==> config.mk <==
export PLATFORM = sky130hd
export DESIGN_NAME = rect_clip_fill_command
export DESIGN_NICKNAME = d
export VERILOG_FILES = /design/src/rtl/rcf_pkg.sv /design/src/rtl/rect_clip_fill_command.sv /design/src/rtl/rcf_region_gen.sv
export SDC_FILE = /design/constraint.sdc
export NUM_CORES = 1
export LEC_CHECK = 0
export ABC_CLOCK_PERIOD_IN_PS = 7480
export BUFFER_PORTS_ARGS = -buffer_cell sky130_fd_sc_hd__buf_2
export CORE_UTILIZATION = 57
export DETAILED_ROUTE_END_ITERATION = 12
export PLACE_DENSITY = 0.76
export SYNTH_ARGS = -nofsm -noshare
export SYNTH_HDL_FRONTEND = slang
export SYNTH_SLANG_ARGS = --single-unit
export TNS_END_PERCENT = 20
==> constraint.sdc <==
create_clock -name i_clk -period 7.48 [get_ports i_clk]
set_input_delay 0.748 -clock i_clk [delete_from_list [all_inputs] [get_ports i_clk]]
set_output_delay 0.748 -clock i_clk [all_outputs]
set_load 0.02 [all_outputs]
==> src/rtl/rcf_pkg.sv <==
// Shared types, constants and helper functions for the rectangle clip/fill front end.
// Used by rcf_region_gen and rect_clip_fill_command; no other dependencies.
package rcf_pkg;

    // Surface limit and field widths.
    localparam int MAX_DIM    = 4096;
    localparam int COORD_W    = 12;
    localparam int DIM_W      = 13;
    localparam int SPAN_W     = 16;
    localparam int COLOR_W    = 24;
    localparam int PIX_W      = 32;
    localparam int CALC_W     = 20;
    localparam int NUM_SLOTS  = 4;
    localparam int CFG_ADDR_W = 3;
    localparam int CFG_DATA_W = 24;

    // Command kinds carried in the input tuser.
    typedef enum logic [1:0] {
        ACT_PIXEL   = 2'd0,
        ACT_FILL    = 2'd1,
        ACT_OUTLINE = 2'd2,
        ACT_CLEAR   = 2'd3
    } t_action;

    // Configuration register indexes.
    typedef enum logic [CFG_ADDR_W-1:0] {
        REG_SURF_W   = 3'd0,
        REG_SURF_H   = 3'd1,
        REG_DRAW_CLR = 3'd2,
        REG_CH_POS   = 3'd3,
        REG_CH_SIZE  = 3'd4
    } t_cfg_reg;

    // Current configuration.
    typedef struct packed {
        logic [DIM_W-1:0]   surf_w;
        logic [DIM_W-1:0]   surf_h;
        logic [COLOR_W-1:0] draw_color;
        logic [14:0]        ch_pos;
        logic [11:0]        ch_size;
    } t_cfg;

    // One registered draw command.
    typedef struct packed {
        t_action                  action;
        logic signed [SPAN_W-1:0] pos_x;
        logic signed [SPAN_W-1:0] pos_y;
        logic signed [SPAN_W-1:0] span_w;
        logic signed [SPAN_W-1:0] span_h;
        logic [COLOR_W-1:0]       clear_color;
    } t_cmd;

    // One clipped fill region.
    typedef struct packed {
        logic               vld;
        logic [COORD_W-1:0] x;
        logic [COORD_W-1:0] y;
        logic [DIM_W-1:0]   w;
        logic [DIM_W-1:0]   h;
    } t_region;

    // Widen a signed 16-bit field to the working width.
    function automatic logic signed [CALC_W-1:0] sext(input logic [SPAN_W-1:0] v);
        return {{(CALC_W-SPAN_W){v[SPAN_W-1]}}, v};
    endfunction

    // Clip one rectangle against a surface of sw by sh pixels.
    function automatic t_region clip_rect(input logic signed [CALC_W-1:0] x,
                                          input logic signed [CALC_W-1:0] y,
                                          input logic signed [CALC_W-1:0] w,
                                          input logic signed [CALC_W-1:0] h,
                                          input logic [DIM_W-1:0]         sw,
                                          input logic [DIM_W-1:0]         sh);
        t_region                   r;
        logic signed [CALC_W-1:0]  swe;
        logic signed [CALC_W-1:0]  she;
        logic signed [CALC_W-1:0]  x0;
        logic signed [CALC_W-1:0]  x1;
        logic signed [CALC_W-1:0]  y0;
        logic signed [CALC_W-1:0]  y1;
        logic signed [CALC_W-1:0]  dx;
        logic signed [CALC_W-1:0]  dy;
        swe = {{(CALC_W-DIM_W){1'b0}}, sw};
        she = {{(CALC_W-DIM_W){1'b0}}, sh};
        x0  = (x < 0) ? '0 : x;
        x1  = x + w;
        if (x1 > swe) begin
            x1 = swe;
        end
        y0  = (y < 0) ? '0 : y;
        y1  = y + h;
        if (y1 > she) begin
            y1 = she;
        end
        dx    = x1 - x0;
        dy    = y1 - y0;
        r.vld = (w > 0) && (h > 0) && (x0 < x1) && (y0 < y1);
        r.x   = x0[COORD_W-1:0];
        r.y   = y0[COORD_W-1:0];
        r.w   = dx[DIM_W-1:0];
        r.h   = dy[DIM_W-1:0];
        return r;
    endfunction

    // Mask one 8-bit channel to its size (at most 8) and move it to its position.
    function automatic logic [PIX_W-1:0] place_chan(input logic [7:0] v,
                                                    input logic [3:0] size,
                                                    input logic [4:0] pos);
        logic [3:0] sz;
        logic [8:0] full;
        logic [7:0] mask;
        sz   = (size > 4'd8) ? 4'd8 : size;
        full = (9'd1 << sz) - 9'd1;
        mask = full[7:0];
        return {{(PIX_W-8){1'b0}}, v & mask} << pos;
    endfunction

    // Pack a 24-bit RGB colour into the native pixel layout.
    function automatic logic [PIX_W-1:0] pack_rgb(input logic [COLOR_W-1:0] rgb,
                                                  input logic [14:0]        pos,
                                                  input logic [11:0]        size);
        return place_chan(rgb[23:16], size[11:8], pos[14:10])
             | place_chan(rgb[15:8],  size[7:4],  pos[9:5])
             | place_chan(rgb[7:0],   size[3:0],  pos[4:0]);
    endfunction

endpackage

==> src/rtl/rect_clip_fill_command.sv <==
// Top level of the rectangle clip/fill command front end.
// Depends on rcf_pkg and rcf_region_gen.
//
// Usage: draw commands enter on the s_axis channel (tuser carries the command
// kind, tdata the position, span and clear colour). Clipped fill regions leave on
// the m_axis channel, one word per region, with tlast on the final region of a
// command. A command that lands entirely off the surface produces no word.
// Configuration is written through i_cfg_we/i_cfg_addr/i_cfg_data, one register
// per cycle, while no command is in flight.
// Timing: an accepted command waits in the input command register until the region
// buffer is free, is then clipped into it, and its first region is on m_axis from then on.
// Throughput: one command per cycle for commands with at most one region while
// m_axis_tready is high; an outline sends one word per non-empty strip, up to four,
// through the single output port that drains the four-entry region buffer.
// Reset: synchronous, active low; clears the command and region valids and
// loads the default surface of 640 by 480 and the default colour setup.
// Stall: while m_axis_tready is low the current region holds; one further command
// waits in the input register and s_axis_tready drops after that.
module rect_clip_fill_command
    import rcf_pkg::*;
(
    input  logic                  i_clk,
    input  logic                  i_rst_n,
    // Command input channel.
    input  logic                  s_axis_tvalid,
    output logic                  s_axis_tready,
    // tdata: pos_x [15:0], pos_y [31:16], span_w [47:32], span_h [63:48],
    //        clear_color [87:64]
    input  logic [87:0]           s_axis_tdata,
    // tuser: action [1:0]
    input  logic [1:0]            s_axis_tuser,
    // Region output channel.
    output logic                  m_axis_tvalid,
    input  logic                  m_axis_tready,
    // tdata: out_x [11:0], out_y [23:12], out_w [36:24], out_h [49:37],
    //        pixel_value [81:50], zero [87:82]
    output logic [87:0]           m_axis_tdata,
    output logic                  m_axis_tlast,
    // Configuration write port.
    input  logic                  i_cfg_we,
    input  logic [CFG_ADDR_W-1:0] i_cfg_addr,
    input  logic [CFG_DATA_W-1:0] i_cfg_data
);

    t_cfg                   r_cfg;
    t_cmd                   r_cmd;
    logic                   r_cmd_vld;
    t_region                r_slot [NUM_SLOTS];
    logic [NUM_SLOTS-1:0]   r_mask;
    logic [PIX_W-1:0]       r_pix;

    t_region                gen_regions [NUM_SLOTS];
    logic [PIX_W-1:0]       gen_pixel;
    logic [NUM_SLOTS-1:0]   gen_mask;
    logic [NUM_SLOTS-1:0]   sel_onehot;
    logic [1:0]             sel_idx;
    logic [NUM_SLOTS-1:0]   rest_mask;
    logic                   in_fire;
    logic                   out_fire;
    logic                   buf_free;
    logic                   load;
    t_region                cur;

    // Configuration registers.
    always_ff @(posedge i_clk) begin
        if (!i_rst_n) begin
            r_cfg.surf_w     <= DIM_W'(640);
            r_cfg.surf_h     <= DIM_W'(480);
            r_cfg.draw_color <= 24'hFFFFFF;
            r_cfg.ch_pos     <= 15'd16640;
            r_cfg.ch_size    <= 12'd2184;
        end else if (i_cfg_we) begin
            unique case (i_cfg_addr)
                REG_SURF_W:   r_cfg.surf_w     <= i_cfg_data[DIM_W-1:0];
                REG_SURF_H:   r_cfg.surf_h     <= i_cfg_data[DIM_W-1:0];
                REG_DRAW_CLR: r_cfg.draw_color <= i_cfg_data[COLOR_W-1:0];
                REG_CH_POS:   r_cfg.ch_pos     <= i_cfg_data[14:0];
                REG_CH_SIZE:  r_cfg.ch_size    <= i_cfg_data[11:0];
                default: begin
                end
            endcase
        end
    end

    // Clipping and colour packing for the registered command.
    rcf_region_gen u_gen (
        .i_cmd     (r_cmd),
        .i_cfg     (r_cfg),
        .o_regions (gen_regions),
        .o_pixel   (gen_pixel)
    );

    always_comb begin
        for (int i = 0; i < NUM_SLOTS; i++) begin
            gen_mask[i] = gen_regions[i].vld;
        end
    end

    // Lowest pending region goes out first.
    always_comb begin
        sel_onehot = r_mask & (~r_mask + NUM_SLOTS'(1));
        sel_idx    = '0;
        for (int i = NUM_SLOTS - 1; i >= 0; i--) begin
            if (r_mask[i]) begin
                sel_idx = 2'(i);
            end
        end
        rest_mask = r_mask & ~sel_onehot;
        cur       = r_slot[sel_idx];
    end

    // Handshake control.
    assign out_fire      = m_axis_tvalid && m_axis_tready;
    assign in_fire       = s_axis_tvalid && s_axis_tready;
    assign buf_free      = (r_mask == '0) || (out_fire && (rest_mask == '0));
    assign load          = r_cmd_vld && buf_free;
    assign s_axis_tready = !r_cmd_vld || load;

    // Input command register.
    always_ff @(posedge i_clk) begin
        if (!i_rst_n) begin
            r_cmd_vld <= 1'b0;
        end else if (in_fire) begin
            r_cmd_vld <= 1'b1;
        end else if (load) begin
            r_cmd_vld <= 1'b0;
        end
    end

    always_ff @(posedge i_clk) begin
        if (in_fire) begin
            r_cmd.action      <= t_action'(s_axis_tuser);
            r_cmd.pos_x       <= s_axis_tdata[15:0];
            r_cmd.pos_y       <= s_axis_tdata[31:16];
            r_cmd.span_w      <= s_axis_tdata[47:32];
            r_cmd.span_h      <= s_axis_tdata[63:48];
            r_cmd.clear_color <= s_axis_tdata[87:64];
        end
    end

    // Region buffer: pending mask is control, slot contents are payload.
    always_ff @(posedge i_clk) begin
        if (!i_rst_n) begin
            r_mask <= '0;
        end else if (load) begin
            r_mask <= gen_mask;
        end else if (out_fire) begin
            r_mask <= rest_mask;
        end
    end

    always_ff @(posedge i_clk) begin
        if (load) begin
            for (int i = 0; i < NUM_SLOTS; i++) begin
                r_slot[i] <= gen_regions[i];
            end
            r_pix <= gen_pixel;
        end
    end

    // Output word.
    assign m_axis_tvalid = |r_mask;
    assign m_axis_tlast  = (rest_mask == '0);
    assign m_axis_tdata  = {6'd0, r_pix, cur.h, cur.w, cur.y, cur.x};

endmodule

==> src/rtl/rcf_region_gen.sv <==
// Turns one registered draw command into up to four clipped regions and a packed pixel.
// Depends on rcf_pkg for the command, region and configuration types.
module rcf_region_gen
    import rcf_pkg::*;
(
    input  t_cmd             i_cmd,
    input  t_cfg             i_cfg,
    output t_region          o_regions [NUM_SLOTS],
    output logic [PIX_W-1:0] o_pixel
);

    logic [DIM_W-1:0]         sw_c;
    logic [DIM_W-1:0]         sh_c;
    logic signed [CALC_W-1:0] cx;
    logic signed [CALC_W-1:0] cy;
    logic signed [CALC_W-1:0] cw;
    logic signed [CALC_W-1:0] ch;
    logic signed [CALC_W-1:0] one;
    logic signed [CALC_W-1:0] full;
    t_region                  strip [NUM_SLOTS];

    // Surface size limited to the largest supported dimension.
    assign sw_c = (i_cfg.surf_w > DIM_W'(MAX_DIM)) ? DIM_W'(MAX_DIM) : i_cfg.surf_w;
    assign sh_c = (i_cfg.surf_h > DIM_W'(MAX_DIM)) ? DIM_W'(MAX_DIM) : i_cfg.surf_h;

    assign cx   = sext(i_cmd.pos_x);
    assign cy   = sext(i_cmd.pos_y);
    assign cw   = sext(i_cmd.span_w);
    assign ch   = sext(i_cmd.span_h);
    assign one  = CALC_W'(1);
    assign full = CALC_W'(MAX_DIM);

    // Outline strips: top, bottom, left, right, each clipped on its own.
    always_comb begin
        strip[0] = clip_rect(cx, cy, cw, one, sw_c, sh_c);
        strip[1] = clip_rect(cx, cy + ch - one, cw, one, sw_c, sh_c);
        strip[2] = clip_rect(cx, cy, one, ch, sw_c, sh_c);
        strip[3] = clip_rect(cx + cw - one, cy, one, ch, sw_c, sh_c);
    end

    // Region selection and colour per command kind.
    always_comb begin
        for (int i = 0; i < NUM_SLOTS; i++) begin
            o_regions[i] = '0;
        end
        o_pixel = pack_rgb(i_cfg.draw_color, i_cfg.ch_pos, i_cfg.ch_size);
        unique case (i_cmd.action)
            ACT_PIXEL: begin
                o_regions[0] = clip_rect(cx, cy, one, one, sw_c, sh_c);
            end
            ACT_FILL: begin
                o_regions[0] = clip_rect(cx, cy, cw, ch, sw_c, sh_c);
            end
            ACT_OUTLINE: begin
                for (int i = 0; i < NUM_SLOTS; i++) begin
                    o_regions[i] = strip[i];
                end
            end
            ACT_CLEAR: begin
                o_regions[0] = clip_rect('0, '0, full, full, sw_c, sh_c);
                o_pixel      = pack_rgb(i_cmd.clear_color, i_cfg.ch_pos, i_cfg.ch_size);
            end
            default: begin
                o_regions[0] = '0;
            end
        endcase
    end

endmodule
# Word-level counts from Yosys, hierarchy flattened
# Memories as Yosys holds them, arrays and structs flattened.
# Index checks and enable logic that the tools add are counted.
dict set report word_totals {
  register_bits 204
  latch_bits 0
  ram_bits 204
  romBits 0
  inputBits 122
  output_inout_bits 91
  wordCells 165
  memories 1
}
# memory depth word_bits read_ports rd_clocked_by_memory_dff wr line
set memory_table {}
lappend memory_table {r_slot 4 51 1 0 4 rect_clip_fill_command.sv:48} ;# t_region r_slot [NUM_SLOTS];
dict set report classes {
  add_sub_neg 22
  mul 0
  div 0
  magnitude_cmp 31
  eq_ne 7
  n_shift 9
  mux 36
  n_bitwise 14
  n_reduce_logical 31
}
# op count
set op_table {}
lappend op_table {{two-way mux 20 bit} 16}
lappend op_table {{one-hot mux 51 bit (4 select lines)} 1}
lappend op_table {{less-than comparator 20 bit} 10}
lappend op_table {{<< shifter 8 x 5 -> 32 bit} 6}
lappend op_table {{two-way mux 153 bit} 1}
lappend op_table {{subtractor 13 bit} 10}
lappend op_table {{bitwise OR 32 bit} 4}
lappend op_table {{> comparator 20 x 14 -> 1 bit} 4}
lappend op_table {{two-way mux 13 bit} 4}
lappend op_table {{bitwise AND 8 bit} 6}
lappend op_table {{adder 20 x 2 -> 20 bit, second input constant} 2}
lappend op_table {{less-than comparator 1 x 20 -> 1 bit, first input constant} 2}
lappend op_table {{less-than comparator 20 x 1 -> 1 bit, second input constant} 2}
lappend op_table {{subtractor 17 x 2 -> 18 bit, second input constant} 2}
lappend op_table {{adder 16 x 16 -> 17 bit} 2}
lappend op_table {{adder 16 x 2 -> 17 bit, second input constant} 2}
lappend op_table {{> comparator 17 x 14 -> 1 bit} 2}
lappend op_table {{> comparator 16 x 1 -> 1 bit, second input constant} 2}
lappend op_table {{less-than comparator 16 x 1 -> 1 bit, second input constant} 2}
lappend op_table {{two-way mux 32 bit} 1}
lappend op_table {{> comparator 13 bit, first input constant} 2}
lappend op_table {{> comparator 13 bit, second input constant} 2}
lappend op_table {{<< shifter 1 x 4 -> 8 bit, first input constant} 3}
lappend op_table {{subtractor 8 x 1 -> 8 bit, second input constant} 3}
lappend op_table {{21 further kinds} 59}

# Depth between registers and ports, before layout
dict set report logic_depth {
  ltp_word 12
  mapped_depth 42
}

# Modules after synthesis
# From an unflattened synthesis, not the netlist that was laid out.
dict set report unflattened {
  cells_unflattened 3503
  area_unflattened_um2 32607.5
}
# mod instances cells_each area_each_um2
set modules_own_cells {}
lappend modules_own_cells {rcf_region_gen 1 2726 18469.0}
lappend modules_own_cells {rect_clip_fill_command 1 777 14138.6}

# Worst setup path before layout
# OpenSTA, ideal clock, no wires.
dict set report synth_path {
  path_kind {register -> register}
  startpoint {register r_cmd[72] (netlist name)}
  endpoint {memory r_slot[3][25] (netlist name) (data pin)}
  setup_ns 0.266
  arrival_ns 7.313
  required_ns 7.214
  setup_slack_ns -0.099
  path_stages_with_launch 38
  path_buffers 2
  synth_period_minus_slack_ns 7.579
  path_cell_list {edfxtp_1 ha_1 fa_1 and3_1 or3_1 a221oi_2 nand3_1 or3_1 or4_4 and2_4 or2_2 nor2b_1 xnor2_1 ha_1 nand2_1 nor3_1 o21ai_0 nand3b_1 [... 2 more ...] buf_6 buf_4 mux2i_1 ha_1 inv_1 fa_1 a21o_1 a21oi_1 o21ai_0 a21oi_1 o21ai_0 a21oi_1 o21ai_0 a21oi_1 o21ai_0 a21oi_1 xor2_1 nor2_1}
}
# element line
set synth_lines {}
lappend synth_lines {{start, declared} rect_clip_fill_command.sv:46} ;# t_cmd r_cmd;
lappend synth_lines {{end, declared} rect_clip_fill_command.sv:48}

==> impl_metrics.yaml <==
cells_and_area:
  regArea_mm2: 0.0102
  final_cell_area_mm2: 0.0349
  utilization_pct: 65.9
  multiInputGateArea_mm2: 0.0195
  areaGrowthSynthToFinish_pct: 13.3
  finish.net_count: 4282
  drive_gt1_share_pct: 15.3
  final.fill_count: 4439
pwr:
  finalPower_w: 0.00730
  ir_worst_vdd_uv: 224
  leakagePower_nw: 14.8
  swShare_pct: 36.6
  power_switching_w: 0.00267
  p_comb_share_pct: 40.1
  power_density_mw_per_mm2: 209
  p_int_w: 0.00463
  pwr-share-clk_pct: 26.8
  seqPwrFrac_pct: 33.1
place:
  io_buffers: 206
  placed_area_mm2: 0.0331
  hpwl_um: 77300
  gp_congestion: 1.01
  dp_slack_ns: -0.170
setup_path:
  ff2ff_path_depth: 40
  cp.required_ns: 7.80
  worstSetupPathType: "flop to flop"
  r2r_end: "r_slot[1][12]"
  cp-end-kind: "flop"
  cpMaxStageDelayCell: "or4_4"
  cpPeakStageDelay_ns: 0.50
  r2r_start: "r_cmd[24]"
  path_max_fanout: 5
  startpoint_type: "flop"
  startpoint: "r_cmd[24]"
  crit_end: "r_slot[1][12]"
  critical_path_arrival_ns: 7.62
  r2r_slack_ns: 0.18
routing:
  top_layer: "met5"
  route.detailed.drc: 0
  routedWlPerCell_um: 22.0
  wirelength_um: 101000
  num_vias: 29000
  drtIter0Drc: 3671
  antenna_left: 0
  wl_met2_um: 43800
  routed_via_density: 6.29
  drt_first_pass_iters: 9
  wl_met3_um: 9910
  wl_met1_um: 43100
grt:
  grt_pass1_vias: 26200
  grt_pass1_wl_um: 151000
  grt_usage_pct: 35.8
  antenna_found_initial: 10
  grt_overflow: 0
  grt_max_degree: 121
logic_synthesis:
  ys_ff_latch: 367
  avgSynthCellArea_um2: 8.43
  synth_edf_count: 285
  synth.distinct_cells: 101
  synth-main-ff-cell: "edfxtp_1"
  synth-seq-area-share_pct: 33.1
  ys.warnings.count: 0
  async_flop_share_pct: 0
  syn_inst: 3654
  syn-cell-area_mm2: 0.0308
floorplan:
  row_count: 84
  fp.dieH_um: 235
  ioPinCount: 213
  initial_core_util_pct: 58.2
  die-width_um: 235
  die-area_mm2: 0.0550
  core_mm2: 0.0530
sta:
  max_freq_ghz: 0.137
  clock_skew_ns: 0.0292
  finalSetupTns_ns: 0
  final_max_slew_viol_count: 0
  post-route-period-util_pct: 97.7
  slew_headroom_pct: 23.4
  hold_viol_final: 0
  finalSetupViolations: 0
  setup_slack_ns: 0.176
  min_period_ns: 7.30
  tightest_slew_ns: 1.14
  rsz0062_at_grt: "true"
clock_tree:
  clock_latency_ns: 0.59
  htreeDepth: 2
  clock-sinks: 367
  cts_hold_buffers: 0
  cts_buffer_depth: 3
  clkTransAtPathRegs_ns: 0.06
  numCtsBuffers: 40
  cts_tree: "yes"
  root_buffer: "clkbuf_16"
run_status:
  status: "finished clean"
run:
  cap_violations: 0
min_path:
  whs_path_depth: 1
  hold_path_class: "primary input to flop"
## area by class of cell
cell class / instances / share of cell area [%]
timing repair buffer: 364 / 6.40
tap: 688 / 2.47
clock buffer: 55 / 3.14
antenna: 7 / 0.0502
sequential: 367 / 29.2
clock inverter: 18 / 0.548
inverter: 210 / 2.29
multi-input combinational: 2893 / 55.9
## placed cells by master (no fill, tap or decap), types with 24 or more instances in the layout
cell type,instances
o21ai_0,163
and3_1,40
xor2_1,43
nand3_1,158
o22ai_1,41
nor3_1,70
mux2i_1,103
and2_1,43
ha_1,265
a21boi_0,59
nor2b_1,75
a21oi_1,143
a31oi_1,72
clkbuf_16,40
mux2_2,41
nand2_1,502
xnor2_1,78
a221oi_1,24
a22oi_1,31
nor2_1,318
buf_4,156
dfxtp_1,82
o21a_1,44
nand2b_1,68
inv_1,201
a21o_1,56
edfxtp_1,285
buf_2,206
nand4_1,35
## cells in the mapped netlist (45+ instances only)
| library cell | n | area, um^2 |
|---|---|---|
| ha_1 | 276 | 3450 |
| inv_1 | 205 | 769 |
| mux2i_1 | 106 | 1060 |
| nor3_1 | 73 | 365 |
| edfxtp_1 | 285 | 8560 |
| nand3_1 | 160 | 801 |
| and2_1 | 45 | 282 |
| dfxtp_1 | 82 | 1640 |
| nor2b_1 | 80 | 500 |
| o21ai_0 | 187 | 936 |
| nor2_1 | 320 | 1200 |
| nand2b_1 | 69 | 432 |
| a31oi_1 | 72 | 450 |
| nand2_1 | 503 | 1890 |
| a21boi_0 | 65 | 488 |
| a21o_1 | 56 | 420 |
| clkbuf_1 | 150 | 563 |
| xnor2_1 | 80 | 701 |
| o21a_1 | 45 | 338 |
| a21oi_1 | 155 | 776 |
## stage by stage
| step | instances | hold WS (ns) |
|---|---|---|
| 2_1_floorplan | 3659 | 0.434 |
| 3_5_place_dp | 4496 | 0.450 |
| 3_3_place_gp | 4496 | 0.445 |
| 4_1_cts | 4570 | 0.307 |
| 6_report | 4602 | 0.327 |
| 5_1_grt | 4596 | 0.312 |
## repair_timing
action,4_1_cts,5_1_grt
pin swaps,2,55
endpoints found under the setup margin,5,20
buffers inserted,1,25
resized for setup,11,95
## worst min-delay path by stage
| stage | slack, ns | endpoint | startpoint |
|---|---|---|---|
| 2_1_floorplan | 0.43 | r_cfg[46] | r_cfg[46] |
| 3_3_place_gp | 0.44 | r_cfg[46] | r_cfg[46] |
| 3_5_place_dp | 0.45 | r_cfg[46] | r_cfg[46] |
| 4_1_cts | 0.31 | r_cmd[79] | s_axis_tdata[7] |
| 5_1_grt | 0.31 | r_cmd[79] | s_axis_tdata[7] |
| 6_report | 0.33 | r_cmd[79] | s_axis_tdata[7] |
## critical path: cells and delay by family (launching register included)
kind | cells | cell delay [ns]
AO/OA/AOI/OAI | 20 | 3.18
XOR/XNOR | 2 | 0.35
adder cells (fa/ha/maj) | 5 | 1.33
buffers and inverters | 3 | 0.30
flip-flops | 1 | 0.40
multiplexers | 1 | 0.25
AND/OR/NAND/NOR | 9 | 1.24
## flip-flops by register name (all words and copies together) (netlist names)
| signal | count |
|---|---|
| r_cfg | 77 |
| r_cmd | 90 |
| r_cmd_vld | 1 |
| r_mask | 4 |
| r_pix | 32 |
| r_slot | 163 |
## logic make-up (layout without fill, tap and decap cells)
kind of cell,count (synthesis),in the layout,synth area share [%]
simple gates,1441,1441,22.1
compound gates,881,881,19.0
buf+inv,399,647,5.03
flops,367,367,33.1
fa+ha+maj,284,284,11.7
mux,153,153,5.23
xor+xnor,128,128,3.77
other cells,1,13,0.0122
## metal layers
metal,vias to the layer above,global-route usage (%)
met5,-,0
met2,1496,54.3
met1,13600,50.2
met3,254,7.01
li1,13600,-
met4,10,13.5
## power groups by stage
stage	clock network [W]	registers, W	logic [W]
finish	0.00195	0.00241	0.00293
detailed placement	0	0.00246	0.00269
CTS	0.00198	0.00241	0.00272
floorplan	0	0.00246	0.00185
global placement	0	0.00245	0.00266
global route	0.00205	0.00242	0.00317
Power figures use the tool's default switching activity.
